==> src/design/lrukv_pkg.sv <==
package lrukv_pkg;

  // Default geometry
  localparam int ENTRIES_DEF    = 16;
  localparam int KEY_BITS_DEF   = 32;
  localparam int VALUE_BITS_DEF = 32;

  // Capacity register
  localparam int                 CAP_BITS  = 5;
  localparam logic [CAP_BITS-1:0] CAP_RESET = 5'd16;

  // Result field widths
  localparam int STATUS_BITS = 3;
  localparam int OUT_BITS    = 32;

  // Operation codes
  localparam logic OP_GET = 1'b0;
  localparam logic OP_PUT = 1'b1;

  // Result status codes
  typedef enum logic [STATUS_BITS-1:0] {
    ST_GET_HIT    = 3'd0,
    ST_GET_MISS   = 3'd1,
    ST_PUT_UPDATE = 3'd2,
    ST_PUT_INSERT = 3'd3,
    ST_PUT_EVICT  = 3'd4
  } status_t;

  // Write enables for the entry store
  typedef struct packed {
    logic key_we;
    logic val_we;
    logic rank_we;
  } store_we_t;

endpackage

==> src/design/lru_key_value_cache.sv <==
// Fully associative key/value cache with least-recently-used replacement. Raise start
// with in_opcode, in_key and in_value while busy is low; the beat is taken at that edge
// and busy rises. A get miss ends after one search pass over the key and rank memories,
// one entry per cycle through a single compare unit; every other item takes one more pass
// over the rank memory to reorder. The result beat shows on out_strobe for one cycle right
// after busy falls, and a new item may start in that same cycle. The receiver cannot stall
// results: capture them when out_strobe is high. The capacity register is written through
// cfg_valid/cfg_data (cfg_ready is always high); the user must write it only while the
// block is idle, as the block does not enforce this. Zero acts as one and values above
// ENTRIES act as ENTRIES. No clearing pass is needed after reset.
module lru_key_value_cache #(
  parameter int ENTRIES    = lrukv_pkg::ENTRIES_DEF,
  parameter int KEY_BITS   = lrukv_pkg::KEY_BITS_DEF,
  parameter int VALUE_BITS = lrukv_pkg::VALUE_BITS_DEF
) (
  input  logic                              clk,
  input  logic                              rst_n,
  input  logic                              start,
  output logic                              busy,
  input  logic                              in_opcode,
  input  logic [KEY_BITS-1:0]               in_key,
  input  logic [VALUE_BITS-1:0]             in_value,
  output logic                              out_strobe,
  output logic [lrukv_pkg::STATUS_BITS-1:0] out_status,
  output logic [lrukv_pkg::OUT_BITS-1:0]    out_read_value,
  output logic [lrukv_pkg::OUT_BITS-1:0]    out_evicted_key,
  input  logic                              cfg_valid,
  output logic                              cfg_ready,
  input  logic [lrukv_pkg::CAP_BITS-1:0]    cfg_data
);
  import lrukv_pkg::*;

  localparam int            IW       = $clog2(ENTRIES);
  localparam int            OCC_W    = $clog2(ENTRIES + 1);
  localparam int            CW       = (OCC_W > CAP_BITS) ? OCC_W : CAP_BITS;
  localparam logic [IW-1:0] LAST_IDX = IW'(ENTRIES - 1);
  localparam logic [CW-1:0] CAP_MAX  = CW'(ENTRIES);

  typedef enum logic [2:0] {
    S_IDLE,
    S_SCAN,
    S_SCAN_END,
    S_DECIDE,
    S_UPDATE,
    S_UPD_END
  } state_t;

  state_t                  state_r, state_nxt;
  logic [CAP_BITS-1:0]     cap_r;
  logic [OCC_W-1:0]        occ_r;
  logic [ENTRIES-1:0]      valid_r;
  logic                    op_r;
  logic [KEY_BITS-1:0]     key_r;
  logic [VALUE_BITS-1:0]   val_r;
  logic [IW-1:0]           idx_r;
  logic                    cmp_vld_r;
  logic [IW-1:0]           cmp_idx_r;
  logic                    hit_fnd_r;
  logic [IW-1:0]           hit_idx_r;
  logic [IW-1:0]           hit_rank_r;
  logic [IW-1:0]           lru_idx_r;
  logic                    free_fnd_r;
  logic [IW-1:0]           free_idx_r;
  logic [IW-1:0]           slot_r;
  status_t                 status_r;
  logic                    promote_all_r;
  logic                    out_strobe_r;
  status_t                 out_status_r;
  logic [OUT_BITS-1:0]     out_read_value_r;
  logic [OUT_BITS-1:0]     out_evicted_key_r;

  store_we_t               st_we;
  logic [IW-1:0]           key_raddr;
  logic [IW-1:0]           rank_wdata;
  logic [KEY_BITS-1:0]     key_rdata;
  logic [VALUE_BITS-1:0]   val_rdata;
  logic [IW-1:0]           rank_rdata;

  logic                    accept;
  logic                    in_scan;
  logic                    in_sweep;
  logic                    entry_ok;
  logic                    key_eq;
  logic                    rank_is_lru;
  logic                    rank_younger;
  logic                    at_slot;
  logic [CW-1:0]           cap_eff;
  logic                    full;
  logic [IW-1:0]           slot_pick;
  status_t                 status_pick;

  assign accept    = start && (state_r == S_IDLE);
  assign busy      = (state_r != S_IDLE);
  assign cfg_ready = 1'b1;

  assign in_scan  = cmp_vld_r && ((state_r == S_SCAN) || (state_r == S_SCAN_END));
  assign in_sweep = cmp_vld_r && ((state_r == S_UPDATE) || (state_r == S_UPD_END));

  // Shared compare unit on the entry that just came out of the memories
  assign entry_ok     = valid_r[cmp_idx_r];
  assign key_eq       = (key_rdata == key_r);
  assign rank_is_lru  = (OCC_W'(rank_rdata) == (occ_r - OCC_W'(1)));
  assign rank_younger = (rank_rdata < hit_rank_r);
  assign at_slot      = (cmp_idx_r == slot_r);

  // Effective capacity: clamp to 1 .. ENTRIES
  always_comb begin
    cap_eff = CW'(cap_r);
    if (cap_eff == '0) begin
      cap_eff = CW'(1);
    end else if (cap_eff > CAP_MAX) begin
      cap_eff = CAP_MAX;
    end
  end

  assign full = (CW'(occ_r) >= cap_eff);

  // Pick target slot and status once the search is done
  always_comb begin
    if (op_r == OP_GET) begin
      slot_pick   = hit_idx_r;
      status_pick = hit_fnd_r ? ST_GET_HIT : ST_GET_MISS;
    end else if (hit_fnd_r) begin
      slot_pick   = hit_idx_r;
      status_pick = ST_PUT_UPDATE;
    end else if (full) begin
      slot_pick   = lru_idx_r;
      status_pick = ST_PUT_EVICT;
    end else begin
      slot_pick   = free_idx_r;
      status_pick = ST_PUT_INSERT;
    end
  end

  // Memory ports
  assign key_raddr  = (state_r == S_SCAN) ? idx_r : slot_r;
  assign rank_wdata = at_slot ? '0 : (rank_rdata + IW'(1));

  always_comb begin
    st_we.rank_we = in_sweep && (at_slot || (entry_ok && (promote_all_r || rank_younger)));
    st_we.val_we  = (state_r == S_UPD_END) && (op_r == OP_PUT);
    st_we.key_we  = (state_r == S_UPD_END) && (op_r == OP_PUT) && !hit_fnd_r;
  end

  lrukv_store #(
    .ENTRIES    (ENTRIES),
    .KEY_BITS   (KEY_BITS),
    .VALUE_BITS (VALUE_BITS)
  ) u_store (
    .clk         (clk),
    .we          (st_we),
    .key_raddr   (key_raddr),
    .val_raddr   (hit_idx_r),
    .rank_raddr  (idx_r),
    .entry_waddr (slot_r),
    .rank_waddr  (cmp_idx_r),
    .key_wdata   (key_r),
    .val_wdata   (val_r),
    .rank_wdata  (rank_wdata),
    .key_rdata   (key_rdata),
    .val_rdata   (val_rdata),
    .rank_rdata  (rank_rdata)
  );

  // Sequencer next state
  always_comb begin
    state_nxt = state_r;
    case (state_r)
      S_IDLE: begin
        if (start) state_nxt = S_SCAN;
      end
      S_SCAN: begin
        if (idx_r == LAST_IDX) state_nxt = S_SCAN_END;
      end
      S_SCAN_END: begin
        state_nxt = S_DECIDE;
      end
      S_DECIDE: begin
        state_nxt = (status_pick == ST_GET_MISS) ? S_IDLE : S_UPDATE;
      end
      S_UPDATE: begin
        if (idx_r == LAST_IDX) state_nxt = S_UPD_END;
      end
      S_UPD_END: begin
        state_nxt = S_IDLE;
      end
      default: begin
        state_nxt = S_IDLE;
      end
    endcase
  end

  // State, bookkeeping and registered outputs
  always_ff @(posedge clk) begin
    if (!rst_n) begin
      state_r      <= S_IDLE;
      cap_r        <= CAP_RESET;
      occ_r        <= '0;
      valid_r      <= '0;
      cmp_vld_r    <= 1'b0;
      out_strobe_r <= 1'b0;
    end else begin
      state_r      <= state_nxt;
      out_strobe_r <= 1'b0;
      cmp_vld_r    <= (state_r == S_SCAN) || (state_r == S_UPDATE);
      cmp_idx_r    <= idx_r;

      if (cfg_valid) begin
        cap_r <= cfg_data;
      end

      // Latch the command beat and clear search results
      if (accept) begin
        op_r       <= in_opcode;
        key_r      <= in_key;
        val_r      <= in_value;
        idx_r      <= '0;
        hit_fnd_r  <= 1'b0;
        free_fnd_r <= 1'b0;
      end

      // Advance the entry counter through a pass
      if ((state_r == S_SCAN) || (state_r == S_UPDATE)) begin
        idx_r <= idx_r + IW'(1);
      end

      // Search: first matching key, least recent entry, lowest free slot
      if (in_scan) begin
        if (entry_ok && key_eq && !hit_fnd_r) begin
          hit_fnd_r  <= 1'b1;
          hit_idx_r  <= cmp_idx_r;
          hit_rank_r <= rank_rdata;
        end
        if (entry_ok && rank_is_lru) begin
          lru_idx_r <= cmp_idx_r;
        end
        if (!entry_ok && !free_fnd_r) begin
          free_fnd_r <= 1'b1;
          free_idx_r <= cmp_idx_r;
        end
      end

      // Decide slot and outcome; a miss reports at once
      if (state_r == S_DECIDE) begin
        slot_r        <= slot_pick;
        status_r      <= status_pick;
        promote_all_r <= !hit_fnd_r;
        idx_r         <= '0;
        if (status_pick == ST_GET_MISS) begin
          out_strobe_r      <= 1'b1;
          out_status_r      <= ST_GET_MISS;
          out_read_value_r  <= '0;
          out_evicted_key_r <= '0;
        end
      end

      // Finish: commit the entry and drive the result beat
      if (state_r == S_UPD_END) begin
        if (status_r == ST_PUT_INSERT || status_r == ST_PUT_EVICT) begin
          valid_r[slot_r] <= 1'b1;
        end
        if (status_r == ST_PUT_INSERT) begin
          occ_r <= occ_r + OCC_W'(1);
        end
        out_strobe_r      <= 1'b1;
        out_status_r      <= status_r;
        out_read_value_r  <= (status_r == ST_GET_HIT) ? OUT_BITS'(val_rdata) : '0;
        out_evicted_key_r <= (status_r == ST_PUT_EVICT) ? OUT_BITS'(key_rdata) : '0;
      end
    end
  end

  assign out_strobe      = out_strobe_r;
  assign out_status      = out_status_r;
  assign out_read_value  = out_read_value_r;
  assign out_evicted_key = out_evicted_key_r;

endmodule

==> src/design/lrukv_store.sv <==
module lrukv_store #(
  parameter int ENTRIES    = lrukv_pkg::ENTRIES_DEF,
  parameter int KEY_BITS   = lrukv_pkg::KEY_BITS_DEF,
  parameter int VALUE_BITS = lrukv_pkg::VALUE_BITS_DEF
) (
  input  logic                       clk,
  input  lrukv_pkg::store_we_t       we,
  input  logic [$clog2(ENTRIES)-1:0] key_raddr,
  input  logic [$clog2(ENTRIES)-1:0] val_raddr,
  input  logic [$clog2(ENTRIES)-1:0] rank_raddr,
  input  logic [$clog2(ENTRIES)-1:0] entry_waddr,
  input  logic [$clog2(ENTRIES)-1:0] rank_waddr,
  input  logic [KEY_BITS-1:0]        key_wdata,
  input  logic [VALUE_BITS-1:0]      val_wdata,
  input  logic [$clog2(ENTRIES)-1:0] rank_wdata,
  output logic [KEY_BITS-1:0]        key_rdata,
  output logic [VALUE_BITS-1:0]      val_rdata,
  output logic [$clog2(ENTRIES)-1:0] rank_rdata
);
  import lrukv_pkg::*;

  localparam int IW = $clog2(ENTRIES);

  logic [KEY_BITS-1:0]   key_mem  [ENTRIES];
  logic [VALUE_BITS-1:0] val_mem  [ENTRIES];
  logic [IW-1:0]         rank_mem [ENTRIES];

  // Key memory: one write, one registered read
  always_ff @(posedge clk) begin
    if (we.key_we) begin
      key_mem[entry_waddr] <= key_wdata;
    end
    key_rdata <= key_mem[key_raddr];
  end

  // Value memory
  always_ff @(posedge clk) begin
    if (we.val_we) begin
      val_mem[entry_waddr] <= val_wdata;
    end
    val_rdata <= val_mem[val_raddr];
  end

  // Recency rank memory, swept read-modify-write
  always_ff @(posedge clk) begin
    if (we.rank_we) begin
      rank_mem[rank_waddr] <= rank_wdata;
    end
    rank_rdata <= rank_mem[rank_raddr];
  end

endmodule

==> config.mk <==
export PLATFORM = sky130hd
export DESIGN_NAME = lru_key_value_cache
export DESIGN_NICKNAME = d
export VERILOG_FILES = /design/src/design/lrukv_pkg.sv /design/src/design/lru_key_value_cache.sv /design/src/design/lrukv_store.sv
export SDC_FILE = /design/constraint.sdc
export NUM_CORES = 1
export LEC_CHECK = 0
export ABC_AREA = 1
export BUFFER_PORTS_ARGS = -buffer_cell sky130_fd_sc_hd__buf_2
export CAP_MARGIN = 15
export CORE_MARGIN = 1.5
export CORE_UTILIZATION = 55
export DETAILED_ROUTE_END_ITERATION = 10
export MAX_ROUTING_LAYER = met4
export PLACE_DENSITY_LB_ADDON = 0.12
export SKIP_CTS_REPAIR_TIMING = 1
export SLEW_MARGIN = 20
export SYNTH_ARGS = -nofsm -noshare
export SYNTH_HDL_FRONTEND = slang
export SYNTH_SLANG_ARGS = --single-unit
==> constraint.sdc <==
create_clock -name clk -period 14.8 [get_ports clk]
set_clock_uncertainty 0.2 [all_clocks]
set_input_delay 0.74 -clock clk [delete_from_list [all_inputs] [get_ports clk]]
set_output_delay 0.74 -clock clk [all_outputs]
set_load 0.05 [all_outputs]
==> results list <==
- Global routing consumed, over all layers together, 27.0% of the routing resources.
* Worst relative slew slack: 26.1%
- Leading cell type in the layout, fill and taps excluded: sky130_fd_sc_hd__edfxtp_1
- In this run the deepest clock path goes through 3 buffers.
* Maximum fanout encountered on the critical timing path: 128
- Synthesis produced a netlist whose cell count is 4479.
- Last element of the critical path: u_store.key_rdata[19]$_DFF_P_
* Number of endpoints with negative hold slack in the final report: 0
- The placed instances occupy a cell area of 56400 µm².
* Number of antenna violations at the first check in global routing: 3
* CORE AREA: 97100 µm²
- The worst path uses 30.8% of the clock period.
- The first global-routing pass estimated 196000 µm of wire.
- Power per standard cell area: 150 nW/µm²
* Design Area, Final: 61200 µm²
* CTS Root Buffer Type: sky130_fd_sc_hd__clkbuf_16
* Number of distinct library cells after synthesis: 34
- Fin crit period: 4.56 ns
* Critical Path RT: 15.23 ns
* Initial cell density of the core: 55.8%
- Worst flop-to-flop path startpoint: idx_r[0]$_SDFFCE_PP0P_
* I/O Buffers: 142
* Data arrival at the endpoint of the critical path: 4.99 ns
* Main flop type after synthesis: sky130_fd_sc_hd__edfxtp_1
* Worst setup path start: idx_r[0]$_SDFFCE_PP0P_
- The H-tree was split into 4 levels.
- When the netlist entered floorplanning its net count stood at 4565.
* Insertion delay of the later-clocked pin in the worst-skew pair: 0.73 ns
* Filler cell count: 7305
- Sequential Area: 39600 µm²
* Total congestion overflow: 0
- ANT nets after route: 0
- Of the synthesized area, sequential elements account for 73.1%.
* 1st-pass router iterations: 9
- Multi-input logic area: 11500 µm²
* Number of cells on the worst reg-to-reg path: 10
- Across all layers, the routed design uses 34000 vias.
- The worst register-to-register path has a setup slack of 10.24 ns.
* Layout-stage area growth over the synthesis result: 12.8%
* Worst slew pin tran: 1.11 ns
- I/O pin total: 144
- Maximum number of pins on one net before global-route repair: 164
* Combined area of all synthesized cells: 54200 µm²
- Ratio of cells with drive above 1 in the final layout: 9.96%
* Drt wl/cell: 21.6 µm
* Die area: 100000 µm²
- Final WL: 131000 µm
- Number of max-cap violations: 0
* Total power: 9.15 mW
- Die outline width: 317 µm
* Setup repair after global routing missed its margin: no
* Startpoint Class: register
- GP Congestion: 0.823
- Based on the critical path, the design can be clocked at up to 219 MHz.
- Leading cell types in the layout, fill and taps excluded: 1254 x sky130_fd_sc_hd__edfxtp_1, 685 x sky130_fd_sc_hd__nand2_1, 619 x sky130_fd_sc_hd__inv_1
* DR DRC count: 0
* Final nets: 4740
* Ys Warns: 0
* Leakage component of the power: 23.2 nW
- In this run the worst hold path is classified as input port to register.
- The die is 317 µm tall.
- Vias in the first global route: 31900
- Setup violations remaining at the end of the flow were counted as 0.
- HPWL after DPL: 66600 µm
- The final-report max-slew violation count was 0.
- Proportion of synthesized flip-flops having asynchronous set or reset: 0%
- Worst Setup End Kind: register
- Endpoint of the most critical register-to-register path: u_store.key_rdata[19]$_DFF_P_
- Clock tree from TritonCTS: built
- In this run the core area contains 114 standard-cell rows.
- Number of enable-type register cells in the synthesized netlist: 1254
* Status: completed
- Synth Register Bits: 1353
- Clock-pin slew on the worst setup and hold paths: 0.06 ns
- The detailed router finished its first iteration with 3653 violations.
- Number of buffers created by CTS: 140
- Worst IR Drop VDD: 0.117 mV
- Dividing the synthesized area by the synthesized cell count gives 12.1 µm².
* Clk sink count: 1353
* Crit Path Category: register to register
- In the routed layout, each cell is associated on average with a via count of 5.62.
- Summed over all failing endpoints, the final setup total negative slack is 0 ns.
[cells in the mapped netlist, types with 10 or more instances]
cell type / n / share of area [%]
sky130_fd_sc_hd__edfxtp_1: 1254 / 69
sky130_fd_sc_hd__nand2_1: 685 / 4.7
sky130_fd_sc_hd__inv_1: 621 / 4.3
sky130_fd_sc_hd__nand3_1: 498 / 4.6
sky130_fd_sc_hd__nor2_1: 444 / 3.1
sky130_fd_sc_hd__o21ai_0: 230 / 2.1
sky130_fd_sc_hd__clkbuf_1: 102 / 0.71
sky130_fd_sc_hd__dfxtp_1: 99 / 3.7
sky130_fd_sc_hd__mux2i_1: 96 / 1.8
sky130_fd_sc_hd__buf_2: 84 / 0.78
sky130_fd_sc_hd__o221ai_1: 74 / 1.2
sky130_fd_sc_hd__o211ai_1: 62 / 0.86
sky130_fd_sc_hd__a21oi_1: 34 / 0.31
sky130_fd_sc_hd__nand3b_1: 34 / 0.47
sky130_fd_sc_hd__o22ai_1: 27 / 0.31
sky130_fd_sc_hd__buf_1: 25 / 0.17
sky130_fd_sc_hd__buf_4: 18 / 0.25
sky130_fd_sc_hd__nor3_1: 16 / 0.15
sky130_fd_sc_hd__ha_1: 12 / 0.28
sky130_fd_sc_hd__xor2_1: 12 / 0.19
sky130_fd_sc_hd__xnor2_1: 10 / 0.16
[layout make-up]
cell class | count | share of cell area (%)
diodes | 1 | 0.00409
clock inverters | 68 | 0.769
inverters | 628 | 3.86
well taps | 1276 | 2.61
multi-input cells | 2268 | 18.8
flip-flops and latches | 1353 | 64.8
repair buffers | 263 | 2.85
clock buffers | 189 | 6.30
[kinds of logic (layout without fill, tap and decap cells)]
kind of cell | after synthesis | in the layout | synth area share (%)
flip-flops | 1353 | 1353 | 73.1
buffers and inverters | 858 | 1148 | 6.26
adder cells (fa/ha/maj) | 12 | 12 | 0.277
AO/OA/AOI/OAI | 442 | 442 | 5.00
XOR/XNOR | 22 | 22 | 0.355
AND/OR/NAND/NOR | 1695 | 1695 | 13.2
multiplexers | 96 | 96 | 1.77
other | 1 | 2 | 0.00691
[stage by stage]
stage,setup WS [ns],hold WS [ns],std cells,utilization (%)
2_1_floorplan,9.38,0.231,4479,-
3_3_place_gp,10.48,0.239,5738,58.0
3_5_place_dp,10.35,0.246,5738,58.0
4_1_cts,10.31,-0.0770,5995,62.5
5_1_grt,9.88,0.00102,6046,63.0
6_report,10.24,0.0235,6046,63.0
[per-layer routing]
| metal | vias up | share of wire (%) | global-route usage, % |
|---|---|---|---|
| met1 | 16800 | 44 | 39.4 |
| met3 | 168 | 7.7 | 4.21 |
| met2 | 1296 | 46 | 40.3 |
| met5 | - | 0 | - |
| met4 | 0 | 1.6 | 6.58 |
| li1 | 15700 | - | - |
[how the worst min path moves through the flow]
stage / start / end / slack (ns) / cells past startpoint
after floorplan: valid_r[0]$_SDFFE_PN0P_ / valid_r[0]$_SDFFE_PN0P_ / 0.23 / 2
after global placement: valid_r[2]$_SDFFE_PN0P_ / valid_r[2]$_SDFFE_PN0P_ / 0.24 / 2
after detailed placement: valid_r[2]$_SDFFE_PN0P_ / valid_r[2]$_SDFFE_PN0P_ / 0.25 / 2
after CTS: in_value[0] / val_r[0]$_DFFE_PP_ / -0.08 / 1
after global routing: in_value[8] / val_r[8]$_DFFE_PP_ / 0.001 / 1
final: cfg_data[2] / cap_r[2]$_SDFFE_PN0P_ / 0.02 / 3
[where the power goes]
| group | switching [mW] | internal, mW |
|---|---|---|
| clock network | 1.42 | 1.90 |
| registers | 0.143 | 4.37 |
| logic | 0.943 | 0.372 |
| total | 2.51 | 6.64 |
[worst max-delay path, cell delays in order, from the launching register on]
cell and delay, ns:
sky130_fd_sc_hd__edfxtp_1 0.61, sky130_fd_sc_hd__buf_4 0.31, sky130_fd_sc_hd__inv_1 0.69, sky130_fd_sc_hd__nand2_1 0.29, sky130_fd_sc_hd__nand2_8 0.69, sky130_fd_sc_hd__buf_4 0.96
sky130_fd_sc_hd__nand2_1 0.14, sky130_fd_sc_hd__nand3_1 0.14, sky130_fd_sc_hd__nand3_1 0.09, sky130_fd_sc_hd__nand3_1 0.11, sky130_fd_sc_hd__nand2_1 0.06
[state kept, by name (all words and copies together), names as in the netlist, 16 cells and up]
name               cells
u_store.key_mem      512
u_store.val_mem      512
u_store.rank_mem      64
key_r                 32
out_evicted_key       32
out_read_value        32
u_store.key_rdata     32
u_store.val_rdata     32
val_r                 32
valid_r               16
Note: power is estimated with default switching activity, not from simulation.
